$ cat src/sv/mldf_pkg.sv
// Shared types and constants for the masked Laplacian diffusion step core.
package mldf_pkg;

	localparam int DEF_MAX_X = 32;
	localparam int DEF_MAX_Y = 32;
	localparam int DEF_MAX_Z = 32;

	localparam int VAL_W     = 32;
	localparam int KIND_W    = 2;
	localparam int WORD_W    = VAL_W + KIND_W;
	localparam int COORD_W   = 5;
	localparam int SIZE_W    = 6;
	localparam int CFG_IDX_W = 3;
	localparam int COEF_W    = 32;
	localparam int FRAC_W    = 16;

	// per-axis neighbor difference sum, signed
	localparam int DIFF_W = 34;
	// multiplier magnitude operand, split in two chunks
	localparam int MAG_W  = 49;
	localparam int LO_W   = 25;
	localparam int HI_W   = MAG_W - LO_W;
	localparam int FULL_W = MAG_W + COEF_W;
	localparam int RND_W  = FULL_W - FRAC_W;
	// signed product after cap
	localparam int RES_W  = 54;

	localparam logic [FULL_W-1:0] ROUND_HALF = FULL_W'(32'h0000_8000);
	localparam logic [RND_W-1:0]  PROD_CAP   = RND_W'(1) << 52;
	localparam logic [MAG_W-1:0]  LAP_CAP    = MAG_W'(1) << 48;

	localparam logic [KIND_W-1:0] KIND_FLUID = 2'd0;

	localparam logic REQ_WRITE = 1'b0;
	localparam logic REQ_QUERY = 1'b1;

	localparam logic STATUS_OK    = 1'b0;
	localparam logic STATUS_RANGE = 1'b1;

	localparam logic [CFG_IDX_W-1:0] CFG_STEP   = 3'd0;
	localparam logic [CFG_IDX_W-1:0] CFG_INV_X  = 3'd1;
	localparam logic [CFG_IDX_W-1:0] CFG_INV_Y  = 3'd2;
	localparam logic [CFG_IDX_W-1:0] CFG_INV_Z  = 3'd3;
	localparam logic [CFG_IDX_W-1:0] CFG_SIZE_X = 3'd4;
	localparam logic [CFG_IDX_W-1:0] CFG_SIZE_Y = 3'd5;
	localparam logic [CFG_IDX_W-1:0] CFG_SIZE_Z = 3'd6;

	localparam logic [COEF_W-1:0] RST_STEP = 32'd0;
	localparam logic [COEF_W-1:0] RST_INV  = 32'h0001_0000;
	localparam logic [SIZE_W-1:0] RST_SIZE = 6'd32;

	typedef enum logic [2:0] {
		ST_IDLE,
		ST_READ,
		ST_MUL,
		ST_FIN,
		ST_WAIT
	} state_t;

	typedef struct packed {
		logic              start;
		logic              neg;
		logic [MAG_W-1:0]  mag;
		logic [COEF_W-1:0] coef;
	} mul_req_t;

	typedef struct packed {
		logic                    done;
		logic signed [RES_W-1:0] value;
	} mul_rsp_t;

endpackage

$ cat src/sv/mldf_mul.sv
// Four-stage Q16.16 magnitude multiplier with round-half-away and cap.
module mldf_mul (
	input  logic               clk,
	input  logic               arst_n,
	input  mldf_pkg::mul_req_t req,
	output mldf_pkg::mul_rsp_t rsp
);
	import mldf_pkg::*;

	logic                    v_s1, v_s2, v_s3, v_s4;
	logic                    neg_s1, neg_s2, neg_s3;
	logic [LO_W+COEF_W-1:0]  lo_s1, lo_s2;
	logic [HI_W-1:0]         hi_mag_s1;
	logic [COEF_W-1:0]       coef_s1;
	logic [HI_W+COEF_W-1:0]  hi_s2;
	logic [FULL_W-1:0]       full_s3;
	logic signed [RES_W-1:0] value_s4;

	logic [FULL_W-1:0]       rnd_sum;
	logic [RND_W-1:0]        rnd;
	logic [RES_W-1:0]        capped;

	always_ff @(posedge clk or negedge arst_n) begin
		if (!arst_n) begin
			v_s1 <= 1'b0;
			v_s2 <= 1'b0;
			v_s3 <= 1'b0;
			v_s4 <= 1'b0;
		end else begin
			v_s1 <= req.start;
			v_s2 <= v_s1;
			v_s3 <= v_s2;
			v_s4 <= v_s3;
		end
	end

	always_comb begin
		rnd_sum = full_s3 + ROUND_HALF;
		rnd     = rnd_sum[FULL_W-1:FRAC_W];
		capped  = (rnd > PROD_CAP) ? RES_W'(PROD_CAP) : RES_W'(rnd);
	end

	always_ff @(posedge clk) begin
		lo_s1     <= (LO_W+COEF_W)'(req.mag[LO_W-1:0]) * (LO_W+COEF_W)'(req.coef);
		hi_mag_s1 <= req.mag[MAG_W-1:LO_W];
		coef_s1   <= req.coef;
		neg_s1    <= req.neg;

		lo_s2     <= lo_s1;
		hi_s2     <= (HI_W+COEF_W)'(hi_mag_s1) * (HI_W+COEF_W)'(coef_s1);
		neg_s2    <= neg_s1;

		full_s3   <= FULL_W'(lo_s2) + {hi_s2, {LO_W{1'b0}}};
		neg_s3    <= neg_s2;

		value_s4  <= neg_s3 ? -$signed(capped) : $signed(capped);
	end

	assign rsp.done  = v_s4;
	assign rsp.value = value_s4;

endmodule
$ cat config.mk
export PLATFORM = sky130hd
export DESIGN_NAME = mldf_mul
export DESIGN_NICKNAME = d
export VERILOG_FILES = /design/src/sv/mldf_pkg.sv /design/src/sv/mldf_mul.sv
export SDC_FILE = /design/constraint.sdc
export NUM_CORES = 2
export LEC_CHECK = 0
export BUFFER_PORTS_ARGS = -buffer_cell sky130_fd_sc_hd__buf_2
export CORE_MARGIN = 4
export CORE_UTILIZATION = 55
export DETAILED_ROUTE_END_ITERATION = 10
export PLACE_DENSITY_LB_ADDON = 0.2
export SYNTH_ARGS = -nofsm -noshare
export SYNTH_HDL_FRONTEND = slang
export SYNTH_SLANG_ARGS = --single-unit
$ cat constraint.sdc
create_clock -name clk -period 6.7 [get_ports clk]
set_clock_uncertainty 0.2 [all_clocks]
set_input_delay 0.335 -clock clk [delete_from_list [all_inputs] [get_ports clk]]
set_output_delay 0.335 -clock clk [all_outputs]
set_load 0.01 [all_outputs]
# Word level (Yosys, flattened, before mapping)
# Cells that the tools add are included.
# W data, S select, Z words.
[word_totals]
register_bits = 368
input_bits = 85
output_inout_bits = 55
wordCells = 22
[op_classes]
n_addsub = 3
mul = 2
order_cmp = 1
mux = 2
[op_table]
columns = ["operator", "n"]
rows = [
  ["$mux W54", 2],
  ["$add A57 B81 Y81", 1],
  ["$add A81 B16 Y81 const B", 1],
  ["$gt A65 B53 Y1 const B", 1],
  ["$mul A25 B32 Y57", 1],
  ["$mul A24 B32 Y56", 1],
  ["$neg A54 Y54", 1],
]

# Longest topological paths before layout
[depth]
depth_word = 5
ltp_mapped = 27
mapped_depth_nobuf = 26

# Worst setup path after synthesis
# OpenSTA, ideal clock, no wires.
[synth_path]
kind = "input-to-reg"
startpoint = "input port req[36] (netlist bit)"
endpoint = "register lo_s1[43]"
arrival_ns = 6.945
required_ns = 6.377
path_slack_ns = -0.568
stages = 26
n_path_buf = 1
cell_sequence = "clkbuf_1 > nand2_1 > fa_1 > inv_1 > fa_1 > inv_1 > fa_1 > fa_1 > inv_1 > fa_1 > fa_1 > inv_1 > fa_1 > inv_1 > ha_1 > a21o_1 > a221oi_1 > o21ai_0 > o22a_1 > o31a_1 > a31o_2 > a221oi_1 > o21ai_0 > a211oi_1 > o21bai_1 > xor2_1"
[synth_via]
elab_chain_len = 1
[synth_rtl]
columns = ["item", "line", "text"]
rows = [
  ["start, declared", "mldf_mul.sv:5", "input mldf_pkg::mul_req_t req,"],
  ["$mul A25 B32 Y57", "mldf_mul.sv:44", "lo_s1 <= (LO_W+COEF_W)'(req.mag[LO_W-1:0]) * (LO_W+COEF_W)'(req.coef);"],
  ["end signal, assigned", "mldf_mul.sv:44", ""],
  ["end, declared", "mldf_mul.sv:12", "logic [LO_W+COEF_W-1:0] lo_s1, lo_s2;"],
]
# No other way between the ends.

# Worst setup path in the final report
[layout_path]
startpoint = "register hi_mag_s1[12]"
endpoint = "register hi_s2[50]"
[layout_via]
elab_chain_len = 1
[layout_rtl]
columns = ["item", "line", "text"]
rows = [
  ["start, declared", "mldf_mul.sv:13", "logic [HI_W-1:0] hi_mag_s1;"],
  ["start signal, assigned", "mldf_mul.sv:45", "hi_mag_s1 <= req.mag[MAG_W-1:LO_W];"],
  ["$mul A24 B32 Y56", "mldf_mul.sv:50", "hi_s2 <= (HI_W+COEF_W)'(hi_mag_s1) * (HI_W+COEF_W)'(coef_s1);"],
  ["end signal, assigned", "mldf_mul.sv:50", ""],
  ["end, declared", "mldf_mul.sv:15", "logic [HI_W+COEF_W-1:0] hi_s2;"],
]
# No other way between the ends.

==> impl_metrics.sql <==
INSERT INTO impl_metrics (metric_group, metric, value, unit) VALUES
('sta', 'timing.final.hold_violations', '0', ''),
('sta', 'max_slew_margin', '0.4919', ''),
('global_route', 'grt_util_met3', '0.03671', ''),
('synthesis', 'postSynthRegisterBits', '323', ''),
('worst_setup_path', 'worst_setup_path_start_kind', 'flip-flop', ''),
('worst_setup_path', 'cp.arrival', '7.30', 'ns'),
('sta', 'count_of_final_max_slew_check_failures', '0', ''),
('cells_and_area', 'finish.utilization', '0.6516', ''),
('synthesis', 'net_count_synth', '8632', ''),
('synthesis', 'ys_dominant_reg_cell', 'sky130_fd_sc_hd__dfxtp_1', ''),
('synthesis', 'postSynthCellCount', '6797', ''),
('clock_network', 'ctsLongestPathBuffers', '3', ''),
('cells_and_area', 'register_area', '6580', 'um^2'),
('floorplan', 'die_x', '342.6', 'um'),
('global_route', 'grt_antenna_before_repair', '7', ''),
('placement', 'finalWeightedCongestion', '0.9250', ''),
('routing', 'drt-pass1-iter-count', '8', ''),
('cells_and_area', 'drive_above_1_share', '0.1548', ''),
('routing', 'num_vias', '47050', ''),
('global_route', 'grt_use_met1', '0.3839', ''),
('worst_setup_path', 'path_max_fanout', '6', ''),
('cells_and_area', 'area_grow_syn2layout', '17.42', '%'),
('flow_run', 'max-cap-violations', '0', ''),
('clock_network', 'clock-sinks', '323', ''),
('cells_and_area', 'nets_final', '9182', ''),
('sta', 'maxClockFrequency', '142.3', 'MHz'),
('cells_and_area', 'multi_input_area', '49280', 'um^2'),
('routing', 'drcViolationCount', '0', ''),
('sta', 'finalSetupViolCount', '12', ''),
('synthesis', 'synth-seq-area-share', '0.1053', ''),
('clock_network', 'tritoncts_clock_tree', 'built', ''),
('global_route', 'grt.met2_usage', '0.5015', ''),
('outcome', 'status', 'finished with violations', ''),
('sta', 'rsz_0062_raised_after_global_routing', 'true', ''),
('worst_setup_path', 'critical_path_required', '6.97', 'ns'),
('global_route', 'grt_max_degree', '56', ''),
('floorplan', 'die-area', '117400', 'um^2'),
('routing', 'drt-initial-drc-count', '2703', ''),
('worst_setup_path', 'cpPeakStageDelay', '0.54', 'ns'),
('global_route', 'grt_pass1_wl', '270700', 'um'),
('clock_network', 'htreeDepth', '2', ''),
('worst_setup_path', 'path_class', 'flip-flop to flip-flop', ''),
('floorplan', 'rows', '122', ''),
('sta', 'max_slew.worst_pin.slew', '0.7621', 'ns'),
('synthesis', 'syn_area', '61590', 'um^2'),
('routing', 'route.detailed.wl_per_inst', '19.01', 'um'),
('routing', 'route.final.wire_length', '168600', 'um'),
('placement', 'dpl.hpwl', '140900', 'um'),
('floorplan', 'dieHeight', '342.6', 'um'),
('clock_network', 'cts-root-buf', 'sky130_fd_sc_hd__clkbuf_16', ''),
('synthesis', 'synth_warnings', '0', ''),
('worst_setup_path', 'crit_buf_inv', '8', ''),
('floorplan', 'boundaryPins', '140', ''),
('outcome', 'failed_checks', 'negative setup slack', ''),
('sta', 'postLayoutSetupSlackWorst', '-0.3261', 'ns'),
('worst_setup_path', 'critical-path-slowest-cell', 'sky130_fd_sc_hd__fa_1', ''),
('placement', 'io_buffers', '139', ''),
('worst_hold_path', 'hp-class', 'primary input to flip-flop', ''),
('sta', 'post-route-min-period', '7.026', 'ns'),
('synthesis', 'synthesis.area_per_instance', '9.061', 'um^2'),
('clock_network', 'clk_pin_slew', '0.06', 'ns'),
('global_route', 'grt_most_used_layer', 'met2', ''),
('synthesis', 'synth.distinct_cells', '78', ''),
('global_route', 'globalRouteOverflowTotal', '0', ''),
('synthesis', 'synthArstFlopShare', '0.01238', ''),
('worst_setup_path', 'timing.critical_path.max_delay_family', 'adder cells', ''),
('clock_network', 'clkLatencyLatePin', '0.61', 'ns'),
('cells_and_area', 'num-fill-cells', '9079', ''),
('routing', 'ant_nets_after_route', '0', ''),
('global_route', 'groute.usage.overall', '0.2898', ''),
('worst_setup_path', 'timing.critical_path.to_type', 'flip-flop', ''),
('sta', 'final_min_period_over_clock_period', '1.049', ''),
('synthesis', 'number_of_flops_mapped_to_enable_cells_by_yosys', '0', ''),
('routing', 'via_per_inst', '5.305', ''),
('global_route', 'first_global_vias', '51200', ''),
('floorplan', 'start_util', '0.5550', ''),
('clock_network', 'tritoncts_buffer_count', '40', ''),
('floorplan', 'floorplan.core_area', '111000', 'um^2');
## cells in the final DEF, fill, tap and decap left out, types with 13 or more instances in the layout
| cell type | instances |
|---|---|
| sky130_fd_sc_hd__inv_1 | 1466 |
| sky130_fd_sc_hd__fa_1 | 1311 |
| sky130_fd_sc_hd__nand2_1 | 890 |
| sky130_fd_sc_hd__and2_1 | 787 |
| sky130_fd_sc_hd__buf_4 | 531 |
| sky130_fd_sc_hd__ha_1 | 372 |
| sky130_fd_sc_hd__dfxtp_1 | 282 |
| sky130_fd_sc_hd__xnor2_1 | 160 |
| sky130_fd_sc_hd__nor2_1 | 130 |
| sky130_fd_sc_hd__buf_2 | 106 |
| sky130_fd_sc_hd__nand3_1 | 97 |
| sky130_fd_sc_hd__a21oi_1 | 77 |
| sky130_fd_sc_hd__buf_12 | 70 |
| sky130_fd_sc_hd__a21o_1 | 68 |
| sky130_fd_sc_hd__xor2_1 | 68 |
| sky130_fd_sc_hd__o21ai_0 | 57 |
| sky130_fd_sc_hd__dlygate4sd3_1 | 57 |
| sky130_fd_sc_hd__nand4_1 | 52 |
| sky130_fd_sc_hd__clkbuf_16 | 50 |
| sky130_fd_sc_hd__buf_6 | 50 |
| sky130_fd_sc_hd__nor3_1 | 43 |
| sky130_fd_sc_hd__and3_1 | 42 |
| sky130_fd_sc_hd__inv_2 | 38 |
| sky130_fd_sc_hd__fa_2 | 34 |
| sky130_fd_sc_hd__a21oi_2 | 32 |
| sky130_fd_sc_hd__ha_4 | 28 |
| sky130_fd_sc_hd__o21a_1 | 23 |
| sky130_fd_sc_hd__and2_4 | 21 |
| sky130_fd_sc_hd__nor4_1 | 21 |
| sky130_fd_sc_hd__nand2b_1 | 19 |
| sky130_fd_sc_hd__dfxtp_4 | 19 |
| sky130_fd_sc_hd__dfxtp_2 | 18 |
| sky130_fd_sc_hd__or3_1 | 17 |
| sky130_fd_sc_hd__a31oi_1 | 16 |
| sky130_fd_sc_hd__o211ai_1 | 15 |
| sky130_fd_sc_hd__o21bai_1 | 15 |
| sky130_fd_sc_hd__nor2b_1 | 14 |
| sky130_fd_sc_hd__o21ai_1 | 13 |
| sky130_fd_sc_hd__and4_1 | 13 |
## state kept, by name, indices dropped and copies added, names as in the netlist, 24 cells and up
name and count:
value_s4 54, coef_s1 32, full_s3 66, lo_s1 42, hi_s2 56, hi_mag_s1 24
lo_s2 42
## cell type report
class / count / area share
multi-input combinational: 4638 / 0.6815
timing repair buffer: 839 / 0.1041
sequential: 323 / 0.09099
inverter: 1505 / 0.07812
tap: 1488 / 0.02575
clock buffer: 54 / 0.01597
clock inverter: 18 / 0.003374
antenna: 5 / 0.0001730
## Yosys cell counts (all sizes together), types with 5 or more instances
master,instances,area (um^2)
xor2,68,595.6
o211a,5,50.05
or3,19,118.9
inv,1504,5645
nand4,53,337.8
a41oi,5,51.30
a211o,8,70.07
nand3,102,515.5
o21a,24,180.2
xnor2,161,1410
clkbuf,308,1156
o21ai,81,405.4
a31oi,16,100.1
o21bai,16,120.1
buf,23,128.9
a221oi,6,52.55
a21o,68,510.5
and2,809,5061
nor2b,16,107.6
nand2,902,3386
ha,405,5067
a211oi,13,107.6
nor4b,5,43.79
a21boi,7,52.55
fa,1345,26930
dfxtp,319,6386
o31ai,13,97.59
nand2b,21,138.9
nor4,26,205.2
and4,13,113.9
and3,44,275.3
o211ai,15,112.6
a21oi,111,555.5
or2,5,31.28
nor3,50,255.3
nor2,138,518.0
or4,8,67.56
## per-layer routing
metal / up-vias / wire length (um)
li1: 21240 / -
met1: 23940 / 68810
met2: 1523 / 83370
met3: 348 / 10810
met4: 4 / 5565
met5: - / 26
## worst register-to-register path, cell delays in order, from the launching register on
cell and delay, ns:
sky130_fd_sc_hd__dfxtp_4 0.37, sky130_fd_sc_hd__buf_12 0.15, sky130_fd_sc_hd__and2_4 0.16, sky130_fd_sc_hd__fa_1 0.54
sky130_fd_sc_hd__inv_2 0.05, sky130_fd_sc_hd__fa_1 0.52, sky130_fd_sc_hd__inv_2 0.04, sky130_fd_sc_hd__fa_1 0.49
sky130_fd_sc_hd__inv_2 0.04, sky130_fd_sc_hd__fa_1 0.54, sky130_fd_sc_hd__inv_2 0.04, sky130_fd_sc_hd__fa_2 0.43
sky130_fd_sc_hd__fa_1 0.50, sky130_fd_sc_hd__inv_1 0.05, sky130_fd_sc_hd__fa_1 0.49, sky130_fd_sc_hd__inv_2 0.05
sky130_fd_sc_hd__ha_4 0.23, sky130_fd_sc_hd__nand4_1 0.21, sky130_fd_sc_hd__inv_2 0.08, sky130_fd_sc_hd__a221oi_4 0.35
sky130_fd_sc_hd__a21oi_2 0.13, sky130_fd_sc_hd__nor3_4 0.20, sky130_fd_sc_hd__o31ai_4 0.10, sky130_fd_sc_hd__a21o_1 0.20
sky130_fd_sc_hd__a32oi_2 0.20, sky130_fd_sc_hd__nand2b_1 0.16, sky130_fd_sc_hd__a311oi_2 0.29, sky130_fd_sc_hd__xnor2_1 0.10
## through the flow
stage | setup WS (ns) | instance area, um^2 | hold WS [ns] | TNS [ns] | instances
floorplan | -0.02040 | 61810 | -0.1606 | -0.02040 | 6797
detailed placement | -0.7919 | 67950 | -0.05929 | -25.33 | 8656
global route | -0.5914 | 72310 | 0.08243 | -6.773 | 8869
CTS | -0.3469 | 70640 | 0.0007551 | -2.605 | 8802
global placement | -0.6966 | 67950 | -0.06239 | -21.77 | 8656
finish | -0.3261 | 72310 | 0.09690 | -2.424 | 8870
## worst paths after layout
check | from | end | slack (ns) | cells past startpoint
max | hi_mag_s1[12] | hi_s2[50] | -0.33 | 27
max in group asynchronous | arst_n | v_s4 | 5.71 | 3
min in group asynchronous | arst_n | v_s3 | 0.43 | 3
min reg2reg | lo_s1[16] | lo_s2[16] | 0.12 | 0
max reg2reg | hi_mag_s1[12] | hi_s2[50] | -0.33 | 27
min | req[8] | coef_s1[8] | 0.1 | 4
## kinds of logic after synthesis
family	share of synthesized area
simple gates	0.1831
xor+xnor	0.03257
flops	0.1053
fa+ha+maj	0.5195
mux	0.0004876
buf+inv	0.1126
compound gates	0.04648
## what timing repair did
item / in CTS / in global routing
hold endpoints to repair: 57 / 2
setup endpoints to repair: 41 / 51
setup buffers: 17 / 54
hold buffers: 55 / 2
pin swaps: 75 / 162
cloned: 2 / 9
gates resized for setup: 156 / 300
Power is left out: the tool's default activity adds up to more than one toggle a clock period on the data nets, which glitch-free logic cannot reach.
